`src/sv/tqd_pkg.sv`:
```
// tqd_pkg: shared types, codes and constants of the tone queue sequencer
// used by tqd_ctrl, tqd_datapath and tone_queue_decay_sequencer
// no dependencies
package tqd_pkg;

    localparam int TQD_QUEUE_DEPTH = 128;

    localparam int FREQ_W   = 16;
    localparam int LEN_W    = 16;
    localparam int DUTY_W   = 10;
    localparam int PERIOD_W = 8;
    localparam int OP_W     = 2;
    localparam int CFG_IDX_W  = 1;
    localparam int CFG_DATA_W = 10;

    // operation codes
    localparam logic [OP_W-1:0] OP_APPEND = 2'd0;
    localparam logic [OP_W-1:0] OP_TICK   = 2'd1;
    localparam logic [OP_W-1:0] OP_STOP   = 2'd2;

    // configuration register indexes
    localparam logic [CFG_IDX_W-1:0] CFG_INITIAL_DUTY = 1'b0;
    localparam logic [CFG_IDX_W-1:0] CFG_STEP_PERIOD  = 1'b1;

    localparam logic [DUTY_W-1:0]   INITIAL_DUTY_RST = 10'd511;
    localparam logic [PERIOD_W-1:0] STEP_PERIOD_RST  = 8'd20;

    // commands from controller to datapath
    typedef struct packed {
        logic capture;
        logic exec;
    } tqd_cmd_t;

    // status from datapath to controller
    typedef struct packed {
        logic out_free;
    } tqd_status_t;

    // stepped decay of the duty level, clamped at zero
    function automatic logic [DUTY_W-1:0] decay(input logic [DUTY_W-1:0] d);
        logic [DUTY_W-1:0] r;
        if (d > 10'd200)
            r = d - 10'd20;
        else if (d > 10'd100)
            r = d - 10'd15;
        else if (d > 10'd50)
            r = d - 10'd10;
        else if (d > 10'd10)
            r = d - 10'd7;
        else if (d > 10'd4)
            r = d - 10'd4;
        else
            r = '0;
        return r;
    endfunction

endpackage

```
`src/sv/tqd_ctrl.sv`:
```
// tqd_ctrl: two-state controller, takes one item and runs it through the datapath
// depends on tqd_pkg
module tqd_ctrl
    import tqd_pkg::*;
(
    input  logic        clk,
    input  logic        rst_n,
    input  logic        in_valid,
    output logic        in_stall,
    input  tqd_status_t status,
    output tqd_cmd_t    cmd
);

    typedef enum logic [1:0] {
        ST_IDLE = 2'b01,
        ST_EXEC = 2'b10
    } state_t;

    state_t state_reg;
    state_t state_next;

    always_comb
    begin
        state_next  = state_reg;
        cmd.capture = 1'b0;
        cmd.exec    = 1'b0;
        in_stall    = 1'b1;
        case (state_reg)
            ST_IDLE:
            begin
                in_stall    = 1'b0;
                cmd.capture = in_valid;
                if (in_valid)
                    state_next = ST_EXEC;
            end
            ST_EXEC:
            begin
                // wait here until the result register can take the item
                if (status.out_free)
                begin
                    cmd.exec   = 1'b1;
                    state_next = ST_IDLE;
                end
            end
            default:
            begin
                state_next = ST_IDLE;
            end
        endcase
    end

    always_ff @(posedge clk or negedge rst_n)
    begin
        if (!rst_n)
            state_reg <= ST_IDLE;
        else
            state_reg <= state_next;
    end

endmodule

```
`src/sv/tqd_datapath.sv`:
```
// tqd_datapath: note queue memory, playback counters, duty decay and result register
// depends on tqd_pkg
module tqd_datapath
    import tqd_pkg::*;
#(
    parameter int QUEUE_DEPTH = TQD_QUEUE_DEPTH
)
(
    input  logic                  clk,
    input  logic                  rst_n,
    input  tqd_cmd_t              cmd,
    output tqd_status_t           status,
    input  logic [OP_W-1:0]       operation,
    input  logic [FREQ_W-1:0]     note_freq,
    input  logic [LEN_W-1:0]      duration_ms,
    input  logic                  cfg_we,
    input  logic [CFG_IDX_W-1:0]  cfg_index,
    input  logic [CFG_DATA_W-1:0] cfg_data,
    output logic                  out_valid,
    input  logic                  out_stall,
    output logic [FREQ_W-1:0]     tone_freq,
    output logic [DUTY_W-1:0]     duty,
    output logic                  busy_res,
    output logic                  overflow
);

    localparam int IDX_W  = (QUEUE_DEPTH > 1) ? $clog2(QUEUE_DEPTH) : 1;
    localparam int FILL_W = $clog2(QUEUE_DEPTH + 1);
    localparam int ENT_W  = FREQ_W + LEN_W;

    function automatic logic [IDX_W-1:0] next_slot(input logic [IDX_W-1:0] i);
        logic [IDX_W:0] inc;
        inc = {1'b0, i} + (IDX_W+1)'(1);
        return (inc >= (IDX_W+1)'(QUEUE_DEPTH)) ? '0 : inc[IDX_W-1:0];
    endfunction

    // queue memory and its registered read port
    logic [ENT_W-1:0] q_mem [QUEUE_DEPTH];
    logic [ENT_W-1:0] q_rd_reg;

    // captured item
    logic [OP_W-1:0]   op_reg;
    logic [FREQ_W-1:0] nf_reg;
    logic [LEN_W-1:0]  nl_reg;

    // configuration
    logic [DUTY_W-1:0]   init_duty_reg;
    logic [PERIOD_W-1:0] period_reg;

    // playback state
    logic [IDX_W-1:0]    head_reg,    head_next;
    logic [IDX_W-1:0]    tail_reg,    tail_next;
    logic [FILL_W-1:0]   fill_reg,    fill_next;
    logic                playing_reg, playing_next;
    logic [FREQ_W-1:0]   cur_freq_reg, cur_freq_next;
    logic [LEN_W-1:0]    cur_len_reg,  cur_len_next;
    logic [LEN_W-1:0]    elapsed_reg,  elapsed_next;
    logic [PERIOD_W-1:0] phase_reg,    phase_next;
    logic [DUTY_W-1:0]   level_reg,    level_next;
    logic [DUTY_W-1:0]   driven_reg,   driven_next;
    logic                stop_reg,     stop_next;

    // result register
    logic              out_valid_reg;
    logic [FREQ_W-1:0] tone_freq_reg;
    logic [DUTY_W-1:0] duty_reg;
    logic              busy_reg;
    logic              overflow_reg;

    logic        mem_we;
    logic        dropped;
    logic        tone_on;
    logic [PERIOD_W:0] phase_inc;

    assign status.out_free = !out_valid_reg || !out_stall;

    always_comb
    begin
        head_next     = head_reg;
        tail_next     = tail_reg;
        fill_next     = fill_reg;
        playing_next  = playing_reg;
        cur_freq_next = cur_freq_reg;
        cur_len_next  = cur_len_reg;
        elapsed_next  = elapsed_reg;
        phase_next    = phase_reg;
        level_next    = level_reg;
        driven_next   = driven_reg;
        stop_next     = stop_reg;
        mem_we        = 1'b0;
        dropped       = 1'b0;
        phase_inc     = '0;
        case (op_reg)
            OP_APPEND:
            begin
                if (fill_reg >= FILL_W'(QUEUE_DEPTH))
                    dropped = 1'b1;
                else
                begin
                    mem_we    = 1'b1;
                    tail_next = next_slot(tail_reg);
                    fill_next = fill_reg + FILL_W'(1);
                end
            end
            OP_TICK:
            begin
                if (!playing_reg && fill_reg != '0)
                begin
                    head_next = next_slot(head_reg);
                    fill_next = fill_reg - FILL_W'(1);
                    if (stop_reg)
                    begin
                        // flush: this note and the rest of the queue are dropped
                        stop_next = 1'b0;
                        head_next = tail_reg;
                        fill_next = '0;
                    end
                    else
                    begin
                        cur_freq_next = q_rd_reg[ENT_W-1:LEN_W];
                        cur_len_next  = q_rd_reg[LEN_W-1:0];
                        elapsed_next  = '0;
                        phase_next    = '0;
                        level_next    = init_duty_reg;
                        driven_next   = '0;
                        playing_next  = (q_rd_reg[LEN_W-1:0] != '0);
                    end
                end
                if (playing_next)
                begin
                    if (cur_freq_next != '0 && phase_next == '0)
                    begin
                        driven_next = level_next;
                        level_next  = decay(level_next);
                    end
                    if (elapsed_next != '1)
                        elapsed_next = elapsed_next + LEN_W'(1);
                    if (cur_freq_next == '0)
                    begin
                        if (elapsed_next >= cur_len_next)
                            playing_next = 1'b0;
                    end
                    else
                    begin
                        phase_inc  = {1'b0, phase_next} + (PERIOD_W+1)'(1);
                        phase_next = (phase_inc >= {1'b0, period_reg}) ?
                                     '0 : phase_inc[PERIOD_W-1:0];
                        if (phase_next == '0 && elapsed_next >= cur_len_next)
                            playing_next = 1'b0;
                    end
                end
            end
            OP_STOP:
            begin
                stop_next = 1'b1;
            end
            default:
            begin
            end
        endcase
    end

    assign tone_on = playing_next && cur_freq_next != '0;

    // queue memory, no reset
    always_ff @(posedge clk)
    begin
        if (cmd.exec && mem_we)
            q_mem[tail_reg] <= {nf_reg, nl_reg};
        q_rd_reg <= q_mem[head_reg];
    end

    // payload registers
    always_ff @(posedge clk)
    begin
        if (cmd.capture)
        begin
            op_reg <= operation;
            nf_reg <= note_freq;
            nl_reg <= duration_ms;
        end
        if (cmd.exec)
        begin
            tone_freq_reg <= tone_on ? cur_freq_next : '0;
            duty_reg      <= tone_on ? driven_next : '0;
            busy_reg      <= playing_next || fill_next != '0;
            overflow_reg  <= dropped;
        end
    end

    always_ff @(posedge clk or negedge rst_n)
    begin
        if (!rst_n)
        begin
            init_duty_reg <= INITIAL_DUTY_RST;
            period_reg    <= STEP_PERIOD_RST;
            head_reg      <= '0;
            tail_reg      <= '0;
            fill_reg      <= '0;
            playing_reg   <= 1'b0;
            cur_freq_reg  <= '0;
            cur_len_reg   <= '0;
            elapsed_reg   <= '0;
            phase_reg     <= '0;
            level_reg     <= '0;
            driven_reg    <= '0;
            stop_reg      <= 1'b0;
            out_valid_reg <= 1'b0;
        end
        else
        begin
            if (cfg_we)
            begin
                case (cfg_index)
                    CFG_INITIAL_DUTY: init_duty_reg <= cfg_data;
                    CFG_STEP_PERIOD:  period_reg    <= cfg_data[PERIOD_W-1:0];
                    default:
                    begin
                    end
                endcase
            end
            if (cmd.exec)
            begin
                head_reg      <= head_next;
                tail_reg      <= tail_next;
                fill_reg      <= fill_next;
                playing_reg   <= playing_next;
                cur_freq_reg  <= cur_freq_next;
                cur_len_reg   <= cur_len_next;
                elapsed_reg   <= elapsed_next;
                phase_reg     <= phase_next;
                level_reg     <= level_next;
                driven_reg    <= driven_next;
                stop_reg      <= stop_next;
                out_valid_reg <= 1'b1;
            end
            else if (!out_stall)
                out_valid_reg <= 1'b0;
        end
    end

    assign out_valid = out_valid_reg;
    assign tone_freq = tone_freq_reg;
    assign duty      = duty_reg;
    assign busy_res  = busy_reg;
    assign overflow  = overflow_reg;

endmodule

```
`src/sv/tone_queue_decay_sequencer.sv`:
```
// tone_queue_decay_sequencer: top level of the note queue player with duty decay
// depends on tqd_pkg, tqd_ctrl, tqd_datapath
//
//  channel  direction  handshake              payload
//  in       input      in_valid / in_stall    operation, note_freq, duration_ms
//  out      output     out_valid / out_stall  tone_freq, duty, busy_res, overflow
//  cfg      input      cfg_we                 cfg_index, cfg_data
//
// each item goes through two steps: capture, while the queue head is read from
// the memory's registered port, and update of the counters and the result
// register. no clearing pass: the block takes items straight after reset. a
// stalled result holds the update step of the next item until it is taken.
module tone_queue_decay_sequencer
    import tqd_pkg::*;
#(
    parameter int QUEUE_DEPTH = TQD_QUEUE_DEPTH
)
(
    input  logic                  clk,
    input  logic                  rst_n,
    input  logic                  in_valid,
    output logic                  in_stall,
    input  logic [OP_W-1:0]       operation,
    input  logic [FREQ_W-1:0]     note_freq,
    input  logic [LEN_W-1:0]      duration_ms,
    output logic                  out_valid,
    input  logic                  out_stall,
    output logic [FREQ_W-1:0]     tone_freq,
    output logic [DUTY_W-1:0]     duty,
    output logic                  busy_res,
    output logic                  overflow,
    input  logic                  cfg_we,
    input  logic [CFG_IDX_W-1:0]  cfg_index,
    input  logic [CFG_DATA_W-1:0] cfg_data
);

    tqd_cmd_t    cmd;
    tqd_status_t status;

    tqd_ctrl u_ctrl
    (
        .clk      (clk),
        .rst_n    (rst_n),
        .in_valid (in_valid),
        .in_stall (in_stall),
        .status   (status),
        .cmd      (cmd)
    );

    tqd_datapath #(
        .QUEUE_DEPTH (QUEUE_DEPTH)
    ) u_datapath
    (
        .clk         (clk),
        .rst_n       (rst_n),
        .cmd         (cmd),
        .status      (status),
        .operation   (operation),
        .note_freq   (note_freq),
        .duration_ms (duration_ms),
        .cfg_we      (cfg_we),
        .cfg_index   (cfg_index),
        .cfg_data    (cfg_data),
        .out_valid   (out_valid),
        .out_stall   (out_stall),
        .tone_freq   (tone_freq),
        .duty        (duty),
        .busy_res    (busy_res),
        .overflow    (overflow)
    );

`ifndef SYNTHESIS
    // an accepted item blocks the input for at least the next cycle
    a_one_at_a_time: assert property (@(posedge clk) disable iff (!rst_n)
        (in_valid && !in_stall) |=> in_stall)
        else $error("input accepted while an item is in work");

    // a dropped append only happens with a full, hence busy, queue
    a_overflow_busy: assert property (@(posedge clk) disable iff (!rst_n)
        (out_valid && overflow) |-> busy_res)
        else $error("overflow reported with an empty queue");

    // no duty is shown while the tone is off
    a_duty_off: assert property (@(posedge clk) disable iff (!rst_n)
        (out_valid && tone_freq == '0) |-> (duty == '0))
        else $error("duty driven with the tone off");
`endif

endmodule

```
`config.mk`:
```
export PLATFORM = sky130hd
export DESIGN_NAME = tone_queue_decay_sequencer
export DESIGN_NICKNAME = d
export VERILOG_FILES = /design/src/sv/tqd_pkg.sv /design/src/sv/tqd_ctrl.sv /design/src/sv/tqd_datapath.sv /design/src/sv/tone_queue_decay_sequencer.sv
export SDC_FILE = /design/constraint.sdc
export NUM_CORES = 2
export LEC_CHECK = 0
export BUFFER_PORTS_ARGS = -buffer_cell sky130_fd_sc_hd__buf_2
export CAP_MARGIN = 5
export CORE_MARGIN = 2
export CORE_UTILIZATION = 23
export CTS_BUF_LIST = sky130_fd_sc_hd__clkbuf_2 sky130_fd_sc_hd__clkbuf_4 sky130_fd_sc_hd__clkbuf_8
export DETAILED_ROUTE_END_ITERATION = 16
export PLACE_DENSITY = 0.36
export SYNTH_ARGS = -nofsm -noshare
export SYNTH_HDL_FRONTEND = slang
export SYNTH_SLANG_ARGS = --single-unit
export TNS_END_PERCENT = 20
```
`constraint.sdc`:
```
create_clock -name clk -period 5.1 [get_ports clk]
set_input_delay 0.255 -clock clk [delete_from_list [all_inputs] [get_ports clk]]
set_output_delay 0.255 -clock clk [all_outputs]
set_load 0.005 [all_outputs]
```
Yosys cells after proc, flatten, opt, wreduce, memory -nomap -nowiden
Memory sizes are Yosys's and may differ from the RTL's. A register that Yosys moved wholly into a read port is not among the register bits.
Cells that the tools add are included.

operators by class
  multiplexer cells = 66
  add/subtract/negate cells = 11
  bitwise operators = 2
  equality and inequality tests = 9
  order comparisons = 10
  reductions and logical operators = 27

operators by type and width
  operator                                                               number
  16-bit 2-to-1 mux                                                      14
  10-bit 2-to-1 mux                                                      15
  8-bit 2-to-1 mux                                                       9
  16-bit nonzero test                                                    3
  8-bit >= comparator, second input constant                             3
  7-bit 2-to-1 mux                                                       3
  1-bit 2-to-1 mux                                                       20
  10-bit by 3-bit subtractor with 10-bit output, second input constant   2
  10-bit by 4-bit subtractor with 10-bit output, second input constant   2
  16-bit by 1-bit adder with 16-bit output, second input constant        1
  7-bit by 1-bit adder with 8-bit output, second input constant          2
  16-bit >= comparator                                                   1
  16-bit logical NOT                                                     1
  8-bit logical NOT                                                      2
  16-bit inequality test, second input constant                          1
  8-bit case mux with 2 select lines                                     1
  8-bit nonzero test                                                     2
  10-bit by 3-bit > comparator with 1-bit output, second input constant  1
  10-bit by 4-bit > comparator with 1-bit output, second input constant  1
  10-bit by 6-bit > comparator with 1-bit output, second input constant  1
  10-bit by 7-bit > comparator with 1-bit output, second input constant  1
  10-bit by 8-bit > comparator with 1-bit output, second input constant  1
  10-bit by 5-bit subtractor with 10-bit output, second input constant   1
  8-bit by 1-bit adder with 9-bit output, second input constant          1
  other kinds (18)                                                       36

storage, ports and cells
  memories kept = 1
  bits in writable memories = 4096
  input bits = 50
  output and inout port bits = 30
  flip-flop bits (word level) = 183

memories
  name              depth  bits a word  read ports  clocked after Yosys merged registers in  wr ports  line                RTL
  u_datapath.q_mem  128    32           1           1                                        1         tqd_datapath.sv:38  logic [ENT_W-1:0] q_mem [QUEUE_DEPTH];

Longest topological paths before layout
  depth after elaboration = 15
  mapped depth = 24
  gate-level depth less buffers = 19

Cells and area by module
A second synthesis with hierarchy kept.

second synthesis, totals
  cells, all modules = 7058
  area total of the unflattened synthesis = 166561.0 um2

modules (own cells, without submodules)
  module        seq. area each (um2)  cells an instance  instances  area an instance (um2)
  tqd_datapath  128492.0              7048               1          166465.9
  tqd_ctrl      51.3                  10                 1          95.1

Worst setup path before layout
Ideal clock, no wire load.

  path kind = register to register
  from = reg u_datapath.op_reg[1]
  to = mem u_datapath.q_mem[72][0] (netlist bit) (enable)
  setup time = 0.503 ns
  stages on the path, launching flop included = 6
  path buffers = 1
  period minus slack after synthesis = 5.210 ns
  arrival = 4.707 ns
  setup slack = -0.110 ns
  cells stage by stage = edfxtp_1 clkbuf_1 or2_2 nor3_1 nand3_1 nor4_1

on the way
  cells in the longest elaborated chain, start to end = 5

ends and longest elaborated chain
  what                                    line                 RTL
  from (decl)                             tqd_datapath.sv:42   logic [OP_W-1:0] op_reg;
  from (signal assigned)                  tqd_datapath.sv:178  op_reg <= operation;
  2-bit logical NOT                       tqd_datapath.sv:93   case (op_reg)
  1-bit 2-to-1 mux                        tqd_datapath.sv:93
  1-bit logical AND                       tqd_datapath.sv:168  if (cmd.exec && mem_we)
  1-bit 2-to-1 mux                        tqd_datapath.sv:168
  1-bit 2-to-1 mux (not written as such)  tqd_datapath.sv:169  q_mem[tail_reg] <= {nf_reg, nl_reg};
  to (decl)                               tqd_datapath.sv:38

Every way passes these cells.

Final worst setup path
  from = reg u_datapath.fill_reg[1]
  to = reg u_datapath.tone_freq_reg[11], in the netlist u_datapath.tone_freq[11] (data pin)

on the way
  cells in the longest elaborated chain, start to end = 15
  elaborated cells on any way between the ends = 32

ends and longest elaborated chain
  what                                                                                       line                                      RTL
  from (decl)                                                                                tqd_datapath.sv:53                        logic [FILL_W-1:0] fill_reg, fill_next;
  from (signal assigned)                                                                     tqd_datapath.sv:226                       fill_reg <= fill_next;
  8-bit nonzero test *                                                                       tqd_datapath.sv:107                       if (!playing_reg && fill_reg != '0)
  1-bit logical AND *                                                                        tqd_datapath.sv:107
  16-bit 2-to-1 mux                                                                          tqd_datapath.sv:107
  16-bit 2-to-1 mux                                                                          tqd_datapath.sv:93
  16-bit by 1-bit adder with 16-bit output / 16-bit inequality test (equally long branches)  tqd_datapath.sv:137, tqd_datapath.sv:136
  16-bit 2-to-1 mux                                                                          tqd_datapath.sv:136                       if (elapsed_next != '1)
  16-bit 2-to-1 mux                                                                          tqd_datapath.sv:129                       if (playing_next)
  16-bit 2-to-1 mux                                                                          tqd_datapath.sv:93
  16-bit >= comparator                                                                       tqd_datapath.sv:140, tqd_datapath.sv:148
  1-bit logical AND                                                                          tqd_datapath.sv:148                       if (phase_next == '0 && elapsed_next >= cur_len_next)
  1-bit 2-to-1 mux                                                                           tqd_datapath.sv:148
  1-bit 2-to-1 mux                                                                           tqd_datapath.sv:138                       if (cur_freq_next == '0)
  1-bit 2-to-1 mux                                                                           tqd_datapath.sv:129
  1-bit 2-to-1 mux                                                                           tqd_datapath.sv:93
  1-bit logical AND                                                                          tqd_datapath.sv:163                       assign tone_on = playing_next && cur_freq_next != '0;
  to (signal assigned)                                                                       tqd_datapath.sv:184                       tone_freq_reg <= tone_on ? cur_freq_next : '0;
  to (decl)                                                                                  tqd_datapath.sv:65                        logic [FREQ_W-1:0] tone_freq_reg;

Every way passes the cells marked *; elsewhere a longest branch is shown, timed or not. The select of a mux whose other input is x is not followed.
A chain may end at the register's enable or synchronous reset.

==> flow_metrics.env <==
export IMPL_hold_class="input pin to flop"
export IMPL_power_per_cell_area_nw_per_um2=474
export IMPL_critPathRequiredTime_ns=6.24
export IMPL_syn_num_nets=7140
export IMPL_fin_area_um2=198000
export IMPL_first_pass_iters=8
export IMPL_finalHoldViolCount=0
export IMPL_rows=312
export IMPL_synth_area_um2=167000
export IMPL_finalMaxSlewViolations=0
export IMPL_synth_avg_cell_area_um2=23.6
export IMPL_synth_cells=7049
export IMPL_post_route_period_util_pct=92.7
export IMPL_slew_headroom_pct=20.1
export IMPL_syn2layout_area_growth_pct=18.8
export IMPL_layout_commonest_cell="edfxtp_1"
export IMPL_hp_start="note_freq[0]"
export IMPL_synth_distinct_cells=84
export IMPL_final_cell_mix="4158 x edfxtp_1, 1341 x mux4_2, 740 x clkbuf_8"
export IMPL_max_stage_delay_ns=0.52
export IMPL_maxCapViolCount=0
export IMPL_grt_pass1_wl_mm=741
export IMPL_layout_drive_gt1_share_pct=37.1
export IMPL_clkLatencyLatePin_ns=1.33
export IMPL_place_gp_congestion=0.753
export IMPL_worst_clock_skew_ns=0.0808
export IMPL_crit_type="flop to flop"
export IMPL_die_h_um=855
export IMPL_routed_via_density=4.43
export IMPL_synth_largest_area_cell="edfxtp_1"
export IMPL_cts_setup_buffers=0
export IMPL_setup_tns_ns=0
export IMPL_cts_num_sinks=4311
export IMPL_cts_tree="done"
export IMPL_cp_startpoint="u_datapath.fill_reg[1]$_DFFE_PN0P_"
export IMPL_vias=80500
export IMPL_drc=0
export IMPL_grt_max_degree=129
export IMPL_synth_area_leaders="edfxtp_1 75%, mux4_2 18%, dfrtp_1 1.6%, clkbuf_1 0.51%, nor2_1 0.46%"
export IMPL_dieArea_um2=731000
export IMPL_overflow=0
export IMPL_fin_crit_ns=4.73
export IMPL_core_area_um2=722000
export IMPL_ant_nets=0
export IMPL_status="complete, no violations"
export IMPL_die_x_um=855
export IMPL_p_leak_uw=0.0605
export IMPL_clock_fmax_ghz=0.212
export IMPL_reg2reg_setup_slack_ns=0.37
export IMPL_finalSetupViolCount=0
export IMPL_placed_cell_area_um2=183000
export IMPL_ys_ff_latch=4311
export IMPL_worst_slew_pin_slew_ns=1.20
export IMPL_hold_ws_ns=0.201
export IMPL_rsz0062_at_grt="no"
export IMPL_clockBufferDepth=4
export IMPL_path_cells="inv_1 -> ha_1 -> or3b_1 -> o21ai_4 -> buf_6 -> and2_1 -> ha_1 -> nand3_1 -> xor2_1 -> nor2_1 -> ha_1 -> a21o_1 -> a21oi_1 -> o31ai_1 -> a41oi_1 -> buf_4 -> a31oi_2 -> buf_4 -> a21oi_1"
export IMPL_largest_reg_flops=4096
export IMPL_path_max_fanout=26
export IMPL_total_power_uw=93900
export IMPL_cpMaxStageDelayCell="or3b_1"
export IMPL_synth_edff_count=4158
export IMPL_cp_common_cell="ha_1"
export IMPL_port_buffers=79
export IMPL_yosys_area_top_type_share_pct=74.9
export IMPL_synth_ff_type="edfxtp_1"
export IMPL_wl_mm=546
export IMPL_wire_per_inst_um=30.0
export IMPL_drt_initial_drc_count=6717
export IMPL_async_reset_ff_share_pct=2.81
export IMPL_dp_hpwl_mm=299
export IMPL_fin_nets=8087
export IMPL_htree_levels=6
export IMPL_cp_start_kind="flop"
export IMPL_yosys_warnings=0
export IMPL_endpoint_kind="flop"
export IMPL_first_global_vias=86300
export IMPL_worstReg2RegStart="u_datapath.fill_reg[1]$_DFFE_PN0P_"
export IMPL_cp_data_arrival_time_ns=5.87
export IMPL_seq_area_frac_synth_pct=77.2
export IMPL_grt_use_total_pct=14.6
export IMPL_ir_worst_vdd_mv=0.314
export IMPL_clk_pin_slew_ns=0.06
export IMPL_antenna_found_initial=56
export IMPL_cts_root_buffer="clkbuf_8"
export IMPL_cts_made_buffers=725
export IMPL_io_pins=80
export IMPL_initial_utilization_pct=23.1
==> cell type report <==
class | count | area [µm²]
Inverter | 26 | 97.6
Clock buffer | 994 | 12100
Tap cell | 9577 | 12000
Sequential cell | 4311 | 129000
Fill cell | 71100 | 524000
Antenna cell | 28 | 70.1
Timing Repair Buffer | 594 | 5850
Clock inverter | 327 | 1910
Multi-Input combinational cell | 2338 | 37400
==> worst max-delay path, delay by kind of cell (launching register included) <==
kind | cells | cell delay, ns
AND/OR/NAND/NOR | 4 | 0.93
AO/OA/AOI/OAI | 7 | 1.19
XOR/XNOR | 1 | 0.22
flip-flops | 1 | 0.44
adder cells (fa/ha/maj) | 3 | 0.88
buffers and inverters | 4 | 0.83
==> cell families (layout without fill, tap and decap cells) <==
family          after synthesis  in the layout  share of synthesized area [%]
compound gates              289            289                           1.13
xor+xnor                     25             25                          0.131
fa+ha+maj                    41             41                          0.308
buf+inv                     400           1941                          0.997
flops                      4311           4311                           77.2
mux                        1445           1445                           18.8
other cells                   0             28                              0
simple gates                538            538                           1.47
==> layer usage <==
layer	vias up	share of wire, %	global-route usage, %
met2	2141	50	25.0
met5	-	0.0075	0
li1	32400	-	-
met1	45300	44	19.7
met4	8	2.1	3.16
met3	758	4.2	1.94
==> worst paths after layout <==
path,end,cells after the start
max,u_datapath.tone_freq[11]$_SDFFCE_PN0P_,19
min,u_datapath.nf_reg[0]$_DFFE_PP_,3
max reg2reg,u_datapath.tone_freq[11]$_SDFFCE_PN0P_,19
min reg2reg,u_datapath.cur_len_reg[0]$_DFFE_PN0P_,2
max in group asynchronous,u_datapath.head_reg[4]$_DFFE_PN0P_,5
min in group asynchronous,u_datapath.level_reg[3]$_DFFE_PN0P_,5
==> report_power, final <==
group          internal [µW]  leakage (µW)  switching (µW)
Clock                  15900       0.00743           14600
Combinational          10700        0.0139           12400
Sequential             39500        0.0392             779
Total                  66100        0.0605           27800
==> metrics by stage <==
step,worst slack [ns],util (%),cells
4_1_cts,0.294,27.4,18200
6_report,0.373,27.4,18200
5_1_grt,0.0511,27.4,18200
2_1_floorplan,-0.102,-,7049
3_5_place_dp,0.335,25.3,16700
3_3_place_gp,0.275,25.3,16700
==> cells in the mapped netlist (all sizes together) (4+ instances only) <==
master  number
o22ai        8
nor3        21
o41ai        5
o21ai       82
nor2       208
mux4      1341
nand4       10
or3          9
a22o        15
a221oi       4
a21oi       73
a31oi       17
mux2i       36
buf        149
a21o        13
edfxtp    4158
o211ai       4
nor3b        4
and3         9
nor2b       10
nand3       33
a22oi       10
nor4        25
or2          9
clkbuf     225
o31ai        9
dfrtp      109
dfxtp       32
inv         24
dfstp       12
nand2      164
a211oi      10
xnor2       13
nand3b       6
ha          41
xor2        12
and2         7
nand2b      11
mux2        68
==> what timing repair did <==
action                                  in CTS  in global routing
hold buffers                               117                  0
resized for setup                            0                  3
hold endpoints to repair                   263                  0
endpoints found under the setup margin       0                 19
Note: power is estimated with default switching activity, not from simulation.
